`src/ffa_pkg.sv`:
```
`timescale 1ns / 1ps
// -----------------------------------------------------------------------------
// ffa_pkg
// Shared sizes, codes and types for the first-fit free-list allocator.
// -----------------------------------------------------------------------------
package ffa_pkg;

   localparam int FREE_SLOTS   = 16;
   localparam int ALLOC_SLOTS  = 16;
   localparam int HEADER_BYTES = 8;

   localparam int ADDR_W    = 32;
   localparam int ADJ_W     = 8;
   localparam int LIVE_W    = 5;
   localparam int CSR_IDX_W = 1;
   localparam int IDX_W     = (FREE_SLOTS > 1) ? $clog2(FREE_SLOTS) : 1;
   localparam int CNT_W     = $clog2(FREE_SLOTS + 1);
   localparam int SLOT_W    = (ALLOC_SLOTS > 1) ? $clog2(ALLOC_SLOTS) : 1;

   localparam logic [CSR_IDX_W-1:0] CSR_POOL_BASE  = 1'b0;
   localparam logic [CSR_IDX_W-1:0] CSR_POOL_BYTES = 1'b1;

   typedef enum logic [1:0] {
      ST_OK      = 2'd0,
      ST_NO_FIT  = 2'd1,
      ST_FULL    = 2'd2,
      ST_UNKNOWN = 2'd3
   } status_type;

   typedef enum logic {
      CMD_ALLOC = 1'b0,
      CMD_FREE  = 1'b1
   } command_type;

   typedef enum logic [2:0] {
      CELL_HOLD,
      CELL_WRITE,
      CELL_REMOVE,
      CELL_JOIN,
      CELL_INSERT
   } cell_op_type;

   typedef struct packed {
      cell_op_type       op;
      logic [IDX_W-1:0]  index;
      logic [ADDR_W-1:0] start;
      logic [ADDR_W-1:0] length;
   } cell_cmd_type;

   typedef struct packed {
      logic              en;
      logic [SLOT_W-1:0] slot;
      logic [ADDR_W-1:0] address;
      logic [ADDR_W-1:0] length;
      logic [ADJ_W-1:0]  adjust;
   } rec_write_type;

   typedef enum logic [2:0] {
      FSM_INIT,
      FSM_IDLE,
      FSM_ALLOC_ADJ,
      FSM_ALLOC_FIT,
      FSM_FREE_READ,
      FSM_FREE_SCAN,
      FSM_FREE_APPLY,
      FSM_REPLY
   } fsm_type;

endpackage

```
`src/ffa_record_table.sv`:
```
`timescale 1ns / 1ps
// -----------------------------------------------------------------------------
// ffa_record_table
// Allocation records: address, total size and adjustment per live allocation.
// -----------------------------------------------------------------------------
module ffa_record_table import ffa_pkg::*; (
   input  logic              clock,
   input  logic              reset,
   input  logic              clear_all,
   input  rec_write_type     wr,
   input  logic              clr_en,
   input  logic [SLOT_W-1:0] clr_slot,
   input  logic [ADDR_W-1:0] lookup_address,
   output logic              hit,
   output logic [SLOT_W-1:0] hit_slot,
   output logic              full,
   output logic [SLOT_W-1:0] free_slot,
   input  logic              rd_en,
   output logic [ADDR_W-1:0] rd_length,
   output logic [ADJ_W-1:0]  rd_adjust
);

   logic [ADDR_W-1:0]      rec_address_ff [ALLOC_SLOTS];
   logic [ADDR_W-1:0]      rec_length_ff  [ALLOC_SLOTS];
   logic [ADJ_W-1:0]       rec_adjust_ff  [ALLOC_SLOTS];
   logic [ALLOC_SLOTS-1:0] valid_ff, valid_in;
   logic [ADDR_W-1:0]      rd_length_ff;
   logic [ADJ_W-1:0]       rd_adjust_ff;

   always_comb begin
      hit      = 1'b0;
      hit_slot = '0;
      full     = 1'b1;
      free_slot = '0;
      for (int k = ALLOC_SLOTS - 1; k >= 0; k--) begin
         if (valid_ff[k] && rec_address_ff[k] == lookup_address) begin
            hit      = 1'b1;
            hit_slot = SLOT_W'(k);
         end
         if (!valid_ff[k]) begin
            full      = 1'b0;
            free_slot = SLOT_W'(k);
         end
      end
   end

   always_comb begin
      valid_in = valid_ff;
      if (wr.en) begin
         valid_in[wr.slot] = 1'b1;
      end
      if (clr_en) begin
         valid_in[clr_slot] = 1'b0;
      end
      if (clear_all) begin
         valid_in = '0;
      end
   end

   always_ff @(posedge clock) begin
      if (reset) begin
         valid_ff <= '0;
      end else begin
         valid_ff <= valid_in;
      end
   end

   always_ff @(posedge clock) begin
      if (wr.en) begin
         rec_address_ff[wr.slot] <= wr.address;
         rec_length_ff[wr.slot]  <= wr.length;
         rec_adjust_ff[wr.slot]  <= wr.adjust;
      end
      if (rd_en) begin
         rd_length_ff <= rec_length_ff[hit_slot];
         rd_adjust_ff <= rec_adjust_ff[hit_slot];
      end
   end

   assign rd_length = rd_length_ff;
   assign rd_adjust = rd_adjust_ff;

endmodule

```
`config.mk`:
```
export PLATFORM = sky130hd
export DESIGN_NAME = ffa_record_table
export DESIGN_NICKNAME = d
export VERILOG_FILES = /design/src/ffa_pkg.sv /design/src/ffa_record_table.sv
export SDC_FILE = /design/constraint.sdc
export NUM_CORES = 2
export LEC_CHECK = 0
export ABC_AREA = 1
export BUFFER_PORTS_ARGS = -buffer_cell sky130_fd_sc_hd__buf_4
export CORE_AREA = 2 2 318 556
export CTS_BUF_LIST = sky130_fd_sc_hd__clkbuf_16
export CTS_CLUSTER_DIAMETER = 200
export DETAILED_ROUTE_END_ITERATION = 10
export DIE_AREA = 0 0 320 558
export SYNTH_ARGS = -nofsm -noshare
export SYNTH_HDL_FRONTEND = slang
export SYNTH_SLANG_ARGS = --single-unit
```
`constraint.sdc`:
```
create_clock -name clock -period 15.55 [get_ports clock]
set_input_delay 3.11 -clock clock [delete_from_list [all_inputs] [get_ports clock]]
set_output_delay 3.11 -clock clock [all_outputs]
set_load 0.02 [all_outputs]
```
==> flow_summary.toml <==
[place]
placed_cell_area_mm2 = 0.0552
dp_cells = 6578
place_congestion = 0.964
hpwlAfterDp_um = 112000
io_buffers = 167

[timing]
hold_slack_ns = 0.540
finalSetupViolCount = 0
fin_crit_ns = 11.64
drv_slew = 0
fin_crit_sh_pct = 74.9
relSlewSlack_pct = 13.8
tightest_slew_ns = 1.28
fmax_mhz = 85.9
rsz0062_at_grt = "false"
skew_ns = 0.0453
fin_setup_tns_ns = 0
final-hold-violation-count = 0

[global_routing]
grt_max_degree = 145
global_route.usage.met1_pct = 22.5
use_met3_pct = 2.59
busiest_layer = "met2"
met2_usage_pct = 35.6
track_usage_pct = 20.4
grt_pass1_vias = 34100
overflow = 0
grt_first_pass_wirelength_um = 257000
antenna_found_initial = 12

[clock_network]
worstSkewPairLatency_ns = 0.78
cts_tree = "built"
cts_resized = 0
cts.sink_count = 1208
clkTransAtPathRegs_ns = 0.07
cts_setup_buffers = 0
postCtsHoldBufs = 0
clk_path_buf_depth = 3
cts_root_buf = "clkbuf_16"
h-tree-depth = 3
numCtsBuffers = 116

[power_and_ir_drop]
power_density_mw_per_mm2 = 115
leakage_nw = 20.9
ir_worst_vdd_mv = 0.106
finalPower_mw = 6.80

[die]
dieHeight_um = 558
coreArea_mm2 = 0.174
row_count = 203
io_pins = 168
dieArea_mm2 = 0.179
start_util_pct = 29.9
die_x_um = 320

[logic_synthesis]
synth_cells = 4328
ys_seq_elements = 1208
synth_warnings = 0
synthesis.area_mm2 = 0.0520
async_flop_share_pct = 0
synth_top_area_share_pct = 68.8
synth_edf_count = 1192
syn_avg_cell_area_um2 = 12.0
synth.most_common_cell = "nand2_1"
syn_nets = 4446
seq_area_frac_synth_pct = 69.4
synthDistinctLibCells = 54
synth_top_area_cell = "edfxtp_1"
synth_commonest_cells = "nand2_1, edfxtp_1, nand3_1"
synth_area_leaders = "edfxtp_1, nand2_1, nand3_1"
ys_dominant_reg_cell = "edfxtp_1"

[detailed_routing]
drt_iter0_drc = 3637
wl_per_cell_um = 27.3
via_per_inst = 5.15
ant_nets = 0
drc = 0
vias = 35000
dr.pass1.iters = 6
wl_um = 185000

[min_path]
min_to = "valid_ff[0]$_SDFF_PP0_"
hold_class = "reg -> reg"
hold_depth = 1
hp-start = "valid_ff[0]$_SDFF_PP0_"

[setup_path]
start_kind = "primary input"
crit_path_end_kind = "primary output"
reg2reg_to = "rd_length[16]$_DFFE_PP_"
r2r_start = "rec_address_ff[2][22]$_DFFE_PP_"
r2r_slack_ns = 8.38
crit_arrival_ns = 8.53
critical_path_class = "in -> out"
crit_fanout = 38
rr_worst_depth = 18
cp.required_ns = 12.44

[final_layout]
instances_no_fill = 6798
fillers = 17200
nNetsFinal = 4559
drive_gt1_share_pct = 14.1
area_growth_pct = 13.3
stdcell_area_mm2 = 0.0589

[outcome]
status = "completed"

[run]
cap_violations = 0
-- worst max path at each step --
stage                     slack (ns)                endpoint               from  depth (start not counted)
after floorplan                 6.41  valid_ff[1]$_SDFF_PP0_             wr[73]                          4
final                           3.91             hit_slot[2]  lookup_address[7]                         12
after global placement          3.68             hit_slot[0]  lookup_address[9]                         16
after global routing            4.06             hit_slot[2]  lookup_address[7]                         12
after detailed placement        4.06             hit_slot[2]  lookup_address[7]                         12
after CTS                       4.04             hit_slot[2]  lookup_address[7]                         12
-- registers in the layout, summed over array words and instances (netlist names) --
| register | flops |
|---|---|
| rd_adjust | 8 |
| rd_length | 32 |
| rec_address_ff | 512 |
| rec_adjust_ff | 128 |
| rec_length_ff | 512 |
| valid_ff | 16 |
-- cell type report --
class | count | area, µm² | share of cell area (%)
clock inverters | 98 | 773 | 1.31
flip-flops and latches | 1208 | 36100 | 61.3
diodes | 5 | 12.5 | 0.0212
clock buffers | 117 | 2930 | 4.97
inverters | 135 | 515 | 0.875
repair buffers | 228 | 1720 | 2.93
multi-input cells | 2752 | 14000 | 23.8
well taps | 2255 | 2820 | 4.79
-- layer usage --
layer  vias up  routed length (µm)  part of all wire, %
met1     17300               65700                   35
met3       482               11400                  6.2
met5         -                  13               0.0070
li1      15500                   -                    -
met4         2               16200                  8.7
met2      1695               92000                   50
-- kinds of logic (layout without fill, tap and decap cells) --
logic type	count (synthesis)	after routing	share of synthesized area, %
AOI/OAI and AO/OA	310	310	3.90
DFF	1208	1208	69.4
buffers and inverters	368	578	3.91
xor gates and xnor gates	154	154	2.59
and+or+nand+nor	2288	2288	20.2
other	0	5	0
-- through the flow --
step | worst slack (ns) | util [%]
2_1_floorplan | 6.41 | -
3_3_place_gp | 3.68 | 31.7
3_5_place_dp | 4.06 | 31.7
4_1_cts | 4.04 | 33.8
5_1_grt | 4.06 | 33.8
6_report | 3.91 | 33.8
-- worst max-delay path: stages --
cell and delay [ns]:
buf_4 0.18, inv_2 0.58, o22ai_1 0.19, a2111oi_1 0.50
buf_4 0.25, nand4_1 0.17, nor4_1 1.05, nand4_1 0.35
and2_1 0.32, nand3_4 0.46, clkinv_2 0.85, buf_4 0.44
-- report_power, final --
group          switching, mW  internal, mW
clock                   1.26          1.53
sequential            0.0267          3.65
combinational          0.255        0.0814
total                   1.54          5.26
-- cells in the final DEF (no fill, tap or decap), types with 31 or more instances in the layout --
cell type	instances
nor4_1	32
inv_1	134
nand2_1	1442
xnor2_1	111
clkinv_1	31
nand3_2	160
buf_4	227
xor2_1	43
nand3_1	397
o22ai_1	59
nor2_1	130
o21ai_0	114
nand4_1	41
edfxtp_1	1192
clkbuf_16	117
Note: power is estimated with default switching activity, not from simulation.
