===== src/ffa_pkg.sv =====
`timescale 1ns / 1ps
// -----------------------------------------------------------------------------
// ffa_pkg
// Shared sizes, codes and types for the first-fit free-list allocator.
// -----------------------------------------------------------------------------
package ffa_pkg;

   localparam int FREE_SLOTS   = 16;
   localparam int ALLOC_SLOTS  = 16;
   localparam int HEADER_BYTES = 8;

   localparam int ADDR_W    = 32;
   localparam int ADJ_W     = 8;
   localparam int LIVE_W    = 5;
   localparam int CSR_IDX_W = 1;
   localparam int IDX_W     = (FREE_SLOTS > 1) ? $clog2(FREE_SLOTS) : 1;
   localparam int CNT_W     = $clog2(FREE_SLOTS + 1);
   localparam int SLOT_W    = (ALLOC_SLOTS > 1) ? $clog2(ALLOC_SLOTS) : 1;

   localparam logic [CSR_IDX_W-1:0] CSR_POOL_BASE  = 1'b0;
   localparam logic [CSR_IDX_W-1:0] CSR_POOL_BYTES = 1'b1;

   typedef enum logic [1:0] {
      ST_OK      = 2'd0,
      ST_NO_FIT  = 2'd1,
      ST_FULL    = 2'd2,
      ST_UNKNOWN = 2'd3
   } status_type;

   typedef enum logic {
      CMD_ALLOC = 1'b0,
      CMD_FREE  = 1'b1
   } command_type;

   typedef enum logic [2:0] {
      CELL_HOLD,
      CELL_WRITE,
      CELL_REMOVE,
      CELL_JOIN,
      CELL_INSERT
   } cell_op_type;

   typedef struct packed {
      cell_op_type       op;
      logic [IDX_W-1:0]  index;
      logic [ADDR_W-1:0] start;
      logic [ADDR_W-1:0] length;
   } cell_cmd_type;

   typedef struct packed {
      logic              en;
      logic [SLOT_W-1:0] slot;
      logic [ADDR_W-1:0] address;
      logic [ADDR_W-1:0] length;
      logic [ADJ_W-1:0]  adjust;
   } rec_write_type;

   typedef enum logic [2:0] {
      FSM_INIT,
      FSM_IDLE,
      FSM_ALLOC_ADJ,
      FSM_ALLOC_FIT,
      FSM_FREE_READ,
      FSM_FREE_SCAN,
      FSM_FREE_APPLY,
      FSM_REPLY
   } fsm_type;

endpackage


===== src/ffa_extent_cell.sv =====
`timescale 1ns / 1ps
// -----------------------------------------------------------------------------
// ffa_extent_cell
// One free extent; shifts with its neighbours on insert and remove.
// -----------------------------------------------------------------------------
module ffa_extent_cell import ffa_pkg::*; (
   input  logic              clock,
   input  cell_cmd_type      cmd,
   input  logic [IDX_W-1:0]  my_index,
   input  logic [ADDR_W-1:0] left_start,
   input  logic [ADDR_W-1:0] left_length,
   input  logic [ADDR_W-1:0] right_start,
   input  logic [ADDR_W-1:0] right_length,
   output logic [ADDR_W-1:0] start,
   output logic [ADDR_W-1:0] length
);

   logic [ADDR_W-1:0] start_ff, start_in;
   logic [ADDR_W-1:0] length_ff, length_in;
   logic              below;

   assign below = ({1'b0, my_index} + 1'b1) == {1'b0, cmd.index};

   always_comb begin
      start_in  = start_ff;
      length_in = length_ff;
      unique case (cmd.op)
         CELL_WRITE: begin
            if (my_index == cmd.index) begin
               start_in  = cmd.start;
               length_in = cmd.length;
            end
         end
         CELL_REMOVE, CELL_JOIN: begin
            if (my_index >= cmd.index) begin
               start_in  = right_start;
               length_in = right_length;
            end else if (cmd.op == CELL_JOIN && below) begin
               start_in  = cmd.start;
               length_in = cmd.length;
            end
         end
         CELL_INSERT: begin
            if (my_index > cmd.index) begin
               start_in  = left_start;
               length_in = left_length;
            end else if (my_index == cmd.index) begin
               start_in  = cmd.start;
               length_in = cmd.length;
            end
         end
         default: begin
         end
      endcase
   end

   always_ff @(posedge clock) begin
      start_ff  <= start_in;
      length_ff <= length_in;
   end

   assign start  = start_ff;
   assign length = length_ff;

endmodule


===== config.mk =====
export PLATFORM = sky130hd
export DESIGN_NAME = ffa_extent_cell
export DESIGN_NICKNAME = d
export VERILOG_FILES = /design/src/ffa_pkg.sv /design/src/ffa_extent_cell.sv
export SDC_FILE = /design/constraint.sdc
export NUM_CORES = 1
export LEC_CHECK = 0
export BUFFER_PORTS_ARGS = -buffer_cell sky130_fd_sc_hd__buf_2
export CAP_MARGIN = 10
export CORE_MARGIN = 2
export CORE_UTILIZATION = 49
export DETAILED_ROUTE_END_ITERATION = 8
export MAX_ROUTING_LAYER = met4
export PLACE_DENSITY = 0.94
export SYNTH_ARGS = -nofsm -noshare
export SYNTH_HDL_FRONTEND = slang
export SYNTH_SLANG_ARGS = --single-unit

===== constraint.sdc =====
create_clock -name clock -period 8.5 [get_ports clock]
set_clock_uncertainty 0.05 [all_clocks]
set_input_delay 0.85 -clock clock [delete_from_list [all_inputs] [get_ports clock]]
set_output_delay 0.85 -clock clock [all_outputs]
set_load 0.005 [all_outputs]

==> results of run 1 <==
[per-stage QoR]
step | instances | hold slack (ns)
floorplan | 388 | 0.613
global placement | 758 | 0.602
detailed placement | 758 | 0.619
CTS | 774 | 0.633
global route | 775 | 0.665
finish | 775 | 0.629
[kinds of logic after synthesis]
group	Yosys count	synth area share (%)
multiplexers	128	26.5
flip-flops	64	39.8
XOR/XNOR	4	0.726
AND/OR/NAND/NOR	76	6.30
AO/OA/AOI/OAI	71	20.1
adder cells (fa/ha/maj)	5	1.30
buffers and inverters	40	5.18
[worst max path at each step]
stage	end	slack, ns	cells past startpoint
2_1_floorplan	length[0]	2.93	9
3_3_place_gp	length[20]	5.15	7
3_5_place_dp	start[21]	5.05	7
4_1_cts	length[1]	5.39	7
5_1_grt	start[22]	5.28	7
6_report	start[22]	5.38	7
[cell type report]
class                      instances  share of cell area [%]
tap                              133                    2.62
multi-input combinational        284                    42.6
sequential                        64                    30.3
antenna                            1                  0.0394
timing repair buffer             272                    21.7
clock buffer                      11                    2.07
inverter                           5                   0.296
clock inverter                     5                   0.375
[sequential cells by signal, summed over array words and instances, names as in the netlist]
| name | flops |
|---|---|
| length | 32 |
| start | 32 |
[layer usage]
metal | GRT usage (%) | share of wire [%]
met1 | 28.2 | 38
met2 | 44.7 | 54
met3 | 3.83 | 5.6
met4 | 9.41 | 1.9
met5 | - | 0
[synthesized netlist by cell type, drive strengths merged]
cell    instances  area (um^2)
ha              5         62.6
o211ai          1         12.5
a21oi           3         15.0
nor2            3         11.3
o221ai         64          923
clkbuf          6         22.5
o311ai          1         8.76
edfxtp         64         1920
xor2            2         17.5
inv             5         18.8
nor4b           1         8.76
buf            29          209
nor2b           2         12.5
nand2          65          244
nand4           1         6.26
a21o            1         7.51
nand3           3         15.0
mux2i         128         1280
o21ai           1         5.00
and2            1         6.26
xnor2           2         17.5
[worst register-to-register path: stages (launching register included)]
cell and delay [ns]:
edfxtp_1 0.40, mux2i_1 0.24, o221ai_2 0.15
[report_power, final]
group | switching [W] | internal, W | leakage, nW
Combinational | 0.000176 | 0.000171 | 2.38
Sequential | 0.0000257 | 0.000416 | 0.627
Clock | 0.000109 | 0.000103 | 0.0758
[cells in the final DEF, fill, tap and decap left out, drive strengths merged]
cell      Yosys  layout
o311ai        1       1
o211ai        1       1
a21o          1       1
and2          1       1
ha            5       5
a21oi         3       3
diode         0       1
clkinvlp      0       1
nand3         3       3
mux2i       128     128
nor2          3       3
nor4b         1       1
xor2          2       2
buf          29     272
clkbuf        6      11
o221ai       64      64
edfxtp       64      64
clkinv        0       4
nand2        65      65
nand4         1       1
inv           5       5
o21ai         1       1
nor2b         2       2
xnor2         2       2
==> impl_metrics.ini, run 1 <==
[synthesis]
syn_area_mm2 = 0.00483
synth_cells = 388
synth.avg_cell_area_um2 = 12.4
synth_nets = 597
ys_ff_latch = 64
yosysSeqAreaShare_pct = 39.8
yosys.cell_types.count = 26
yosysWarnings = 0

[timing]
period_minus_slack_ns = 3.12
fin_tns_setup_ns = 0
drv_slew = 0
setup_viol = 0
finalHoldViolations = 0
fin_crit_sh_pct = 36.7
setup_slack_ns = 5.38
max_slew_margin_pct = 24.7
fmax_ghz = 0.321
worstMarginPinSlew_ns = 1.13
rsz0062_at_grt = false

[worst_hold_path]
hold_path_depth = 2
min_path_type = reg -> reg
min_to = length[2]
hold_start = length[2]

[cts]
ctsHoldBuffers = 0
cts_resized = 0
numCtsBuffers = 9
cts_sinks = 64
clock_path_buffers = 2
cts_setup_buffers = 0
htreeDepth = 3
cts_tree = yes
clkTransAtPathRegs_ns = 0.06
cts_root_buffer = clkbuf_8
insertion_delay_ns = 0.32

[global_routing]
grt_pass1_wl_mm = 20.0
grt_antenna_before_repair = 1
grt_pass1_vias = 4288
grt_overflow_total = 0
grtUsageTotal_pct = 25.0
grt_max_degree = 66

[place]
place_ws_ns = 5.05
dpl_cell_area_mm2 = 0.00619
io_buffers = 267
post-dp-hpwl_mm = 9.91
place_congestion = 0.792

[critical_path]
start_kind = input pin
r2r_setup_slack_ns = 7.37
max_stage_delay_ns = 0.83
worst-r2r-cell-count = 2
worst_ep_arrival_time_ns = 3.01
cp_top_family = buffers and inverters
cp_max_fo = 65
crit_top_cell = buf_4
cp_slowest_cell = buf_4
r2r_end = start[0]
reg2reg_from = start[0]
crit_type = in -> reg
path_cells = buf_2, inv_2, nand2_4, buf_4, nor2_1, a21oi_4, buf_4
cp.required_ns = 8.40
crit_path_start = cmd[70]
cp-end-kind = register
critPathBufInv = 4

[finish]
fin_area_mm2 = 0.00634
areaGrowthSynthToFinish_pct = 31.4
fin_nets = 845
finish.utilization_pct = 65.5
layout-drive-gt1-share_pct = 54.3
regArea_mm2 = 0.00192
multi_input_area_mm2 = 0.00271
fill_cells = 734

[floorplan]
dieHeight_um = 103
io_pins = 268
core_area_mm2 = 0.00968
rows = 36
die_area_mm2 = 0.0107
start_util_pct = 49.8
die_w_um = 103

[detailed_routing]
drt_iter0_markers = 147
ant_nets = 0
wl_per_cell_um = 17.6
wirelength_mm = 13.7
num_vias = 4368
vias_per_cell = 5.64
dr.pass1.iters = 4
remaining_drc_errors = 0

[power]
power_density_mw_per_mm2 = 158
ir_drop_uv = 78.8
power_w = 0.000999
leakagePower_nw = 3.09

[outcome]
status = finished clean

[flow_run]
maxCapViolCount = 0
Power figures use the tool's default switching activity.
==> run 2: changes to the inputs <==
--- a/config.mk
+++ b/config.mk
@@ -8,10 +8,10 @@
 export BUFFER_PORTS_ARGS = -buffer_cell sky130_fd_sc_hd__buf_2
 export CAP_MARGIN = 10
 export CORE_MARGIN = 2
-export CORE_UTILIZATION = 49
+export CORE_UTILIZATION = 41
 export DETAILED_ROUTE_END_ITERATION = 8
 export MAX_ROUTING_LAYER = met4
-export PLACE_DENSITY = 0.94
+export PLACE_DENSITY = 0.85
 export SYNTH_ARGS = -nofsm -noshare
 export SYNTH_HDL_FRONTEND = slang
 export SYNTH_SLANG_ARGS = --single-unit
==> constraint.sdc (replaced) <==
create_clock -name clock -period 2.75 [get_ports clock]
set_clock_uncertainty 0.05 [all_clocks]
set_input_delay 0.275 -clock clock [delete_from_list [all_inputs] [get_ports clock]]
set_output_delay 0.275 -clock clock [all_outputs]
set_load 0.005 [all_outputs]
==> impl_metrics.ini, run 2 (synthesized netlist as in run 1, its figures left out) <==
[power]
power_w = 0.00354
power_density_mw_per_mm2 = 537
ir_drop_uv = 335
leakagePower_nw = 3.19

[finish]
areaGrowthSynthToFinish_pct = 36.5
layout-drive-gt1-share_pct = 55.1
fill_cells = 963
layout_common_cells = buf_2, mux2i_1, nand2_1, edfxtp_1, o221ai_2
final_common_cell = buf_2
fin_nets = 847
diodes = 0

[floorplan]
die_w_um = 113
die_area_mm2 = 0.0127
rows = 39
dieHeight_um = 113
core_area_mm2 = 0.0115
start_util_pct = 42.1
io_pins = 268

[critical_path]
cp.required_ns = 2.71
critPathBufInv = 2
path_cells = buf_2, inv_8, ha_4, nor2b_4, o211ai_2, a21oi_4, a21o_4, o221ai_1
max_stage_delay_ns = 0.76
crit_type = in -> reg
cp_top_family = compound AO/OA/AOI/OAI gates
cp_max_fo = 64
worst_ep_arrival_time_ns = 2.27
cp_slowest_cell = a21o_4
start_kind = input pin
cp-end-kind = register

[detailed_routing]
drt_iter0_markers = 189
dr.pass1.iters = 5
wl_per_cell_um = 17.6
vias_per_cell = 5.58
ant_nets = 0
remaining_drc_errors = 0
wirelength_mm = 13.8
num_vias = 4385

[timing]
period_minus_slack_ns = 2.32
setup_viol = 0
drv_slew = 0
rsz0062_at_grt = false
whs_ns = 0.182
fmax_ghz = 0.432
max_slew_margin_pct = 32.6
fin_crit_sh_pct = 84.2
worstMarginPinSlew_ns = 1.01
finalHoldViolations = 0

[cts]
ctsHoldBuffers = 0
clock_path_buffers = 2
cts_root_buffer = clkbuf_16
insertion_delay_ns = 0.32
cts_resized = 0
numCtsBuffers = 9
cts_tree = yes
htreeDepth = 3
cts_sinks = 64
cts_setup_buffers = 0
clkTransAtPathRegs_ns = 0.06

[global_routing]
grt_pass1_vias = 4455
grt_max_degree = 65
grt_overflow_total = 0
grtUsageTotal_pct = 21.5
grt_pass1_wl_mm = 21.3
grt_antenna_before_repair = 0

[flow_run]
maxCapViolCount = 0

[place]
place_congestion = 0.840
io_buffers = 267
post-dp-hpwl_mm = 9.96

[outcome]
status = finished clean

[worst_hold_path]
min_path_type = in -> reg
run 2: changes by cell type in the layout (fill, tap and decap cells not counted), moves of 3 or more:
cell,delta
buf_4,-3
clkbuf_16,+9
clkbuf_8,-9
buf_12,+5
run 2: tightest hold or removal path: stages:
cell and delay [ns]:
buf_2 0.07, nand2_1 0.05, o221ai_2 0.05
run 2: layer usage:
metal	track usage, %	part of all wire, %	vias to the layer above
li1	-	-	2063
met1	24.8	41	2091
met2	37.6	52	200
met3	3.02	5.4	31
met4	8.70	2.2	0
met5	-	0	-
run 2: layout make-up:
type | instances | area [um^2] | share of cell area [%]
flip-flops and latches | 64 | 1920 | 29.2
clock inverters | 6 | 50.0 | 0.759
clock buffers | 10 | 229 | 3.47
repair buffers | 274 | 1450 | 22.0
inverters | 5 | 26.3 | 0.399
well taps | 143 | 179 | 2.72
multi-input cells | 284 | 2730 | 41.5
run 2: power by group:
group	switching [W]	internal (W)	total (W)
combinational	0.000545	0.000544	0.00109
clock	0.000399	0.000688	0.00109
sequential	0.0000771	0.00128	0.00136
run 2: path summary, 6_finish.rpt:
check	cells after the start	slack (ns)	from	end
worst max-delay path	8	0.43	cmd[65]	start[22]
worst min-delay path	3	0.18	left_start[7]	start[7]
worst max register to register	2	1.64	length[29]	length[29]
worst min register to register	2	0.62	length[8]	length[8]
run 2: through the flow:
stage / setup TNS, ns / std cells / cell area [um^2] / worst slack, ns / util (%)
6_report: 0 / 786 / 6590 / 0.434 / 57.5
5_1_grt: 0 / 786 / 6590 / 0.364 / 57.5
4_1_cts: 0 / 786 / 6590 / 0.483 / 57.5
3_5_place_dp: 0 / 770 / 6310 / 0.130 / 55.0
3_3_place_gp: 0 / 770 / 6310 / 0.240 / 55.0
2_1_floorplan: -4.69 / 388 / 4880 / -0.0733 / -
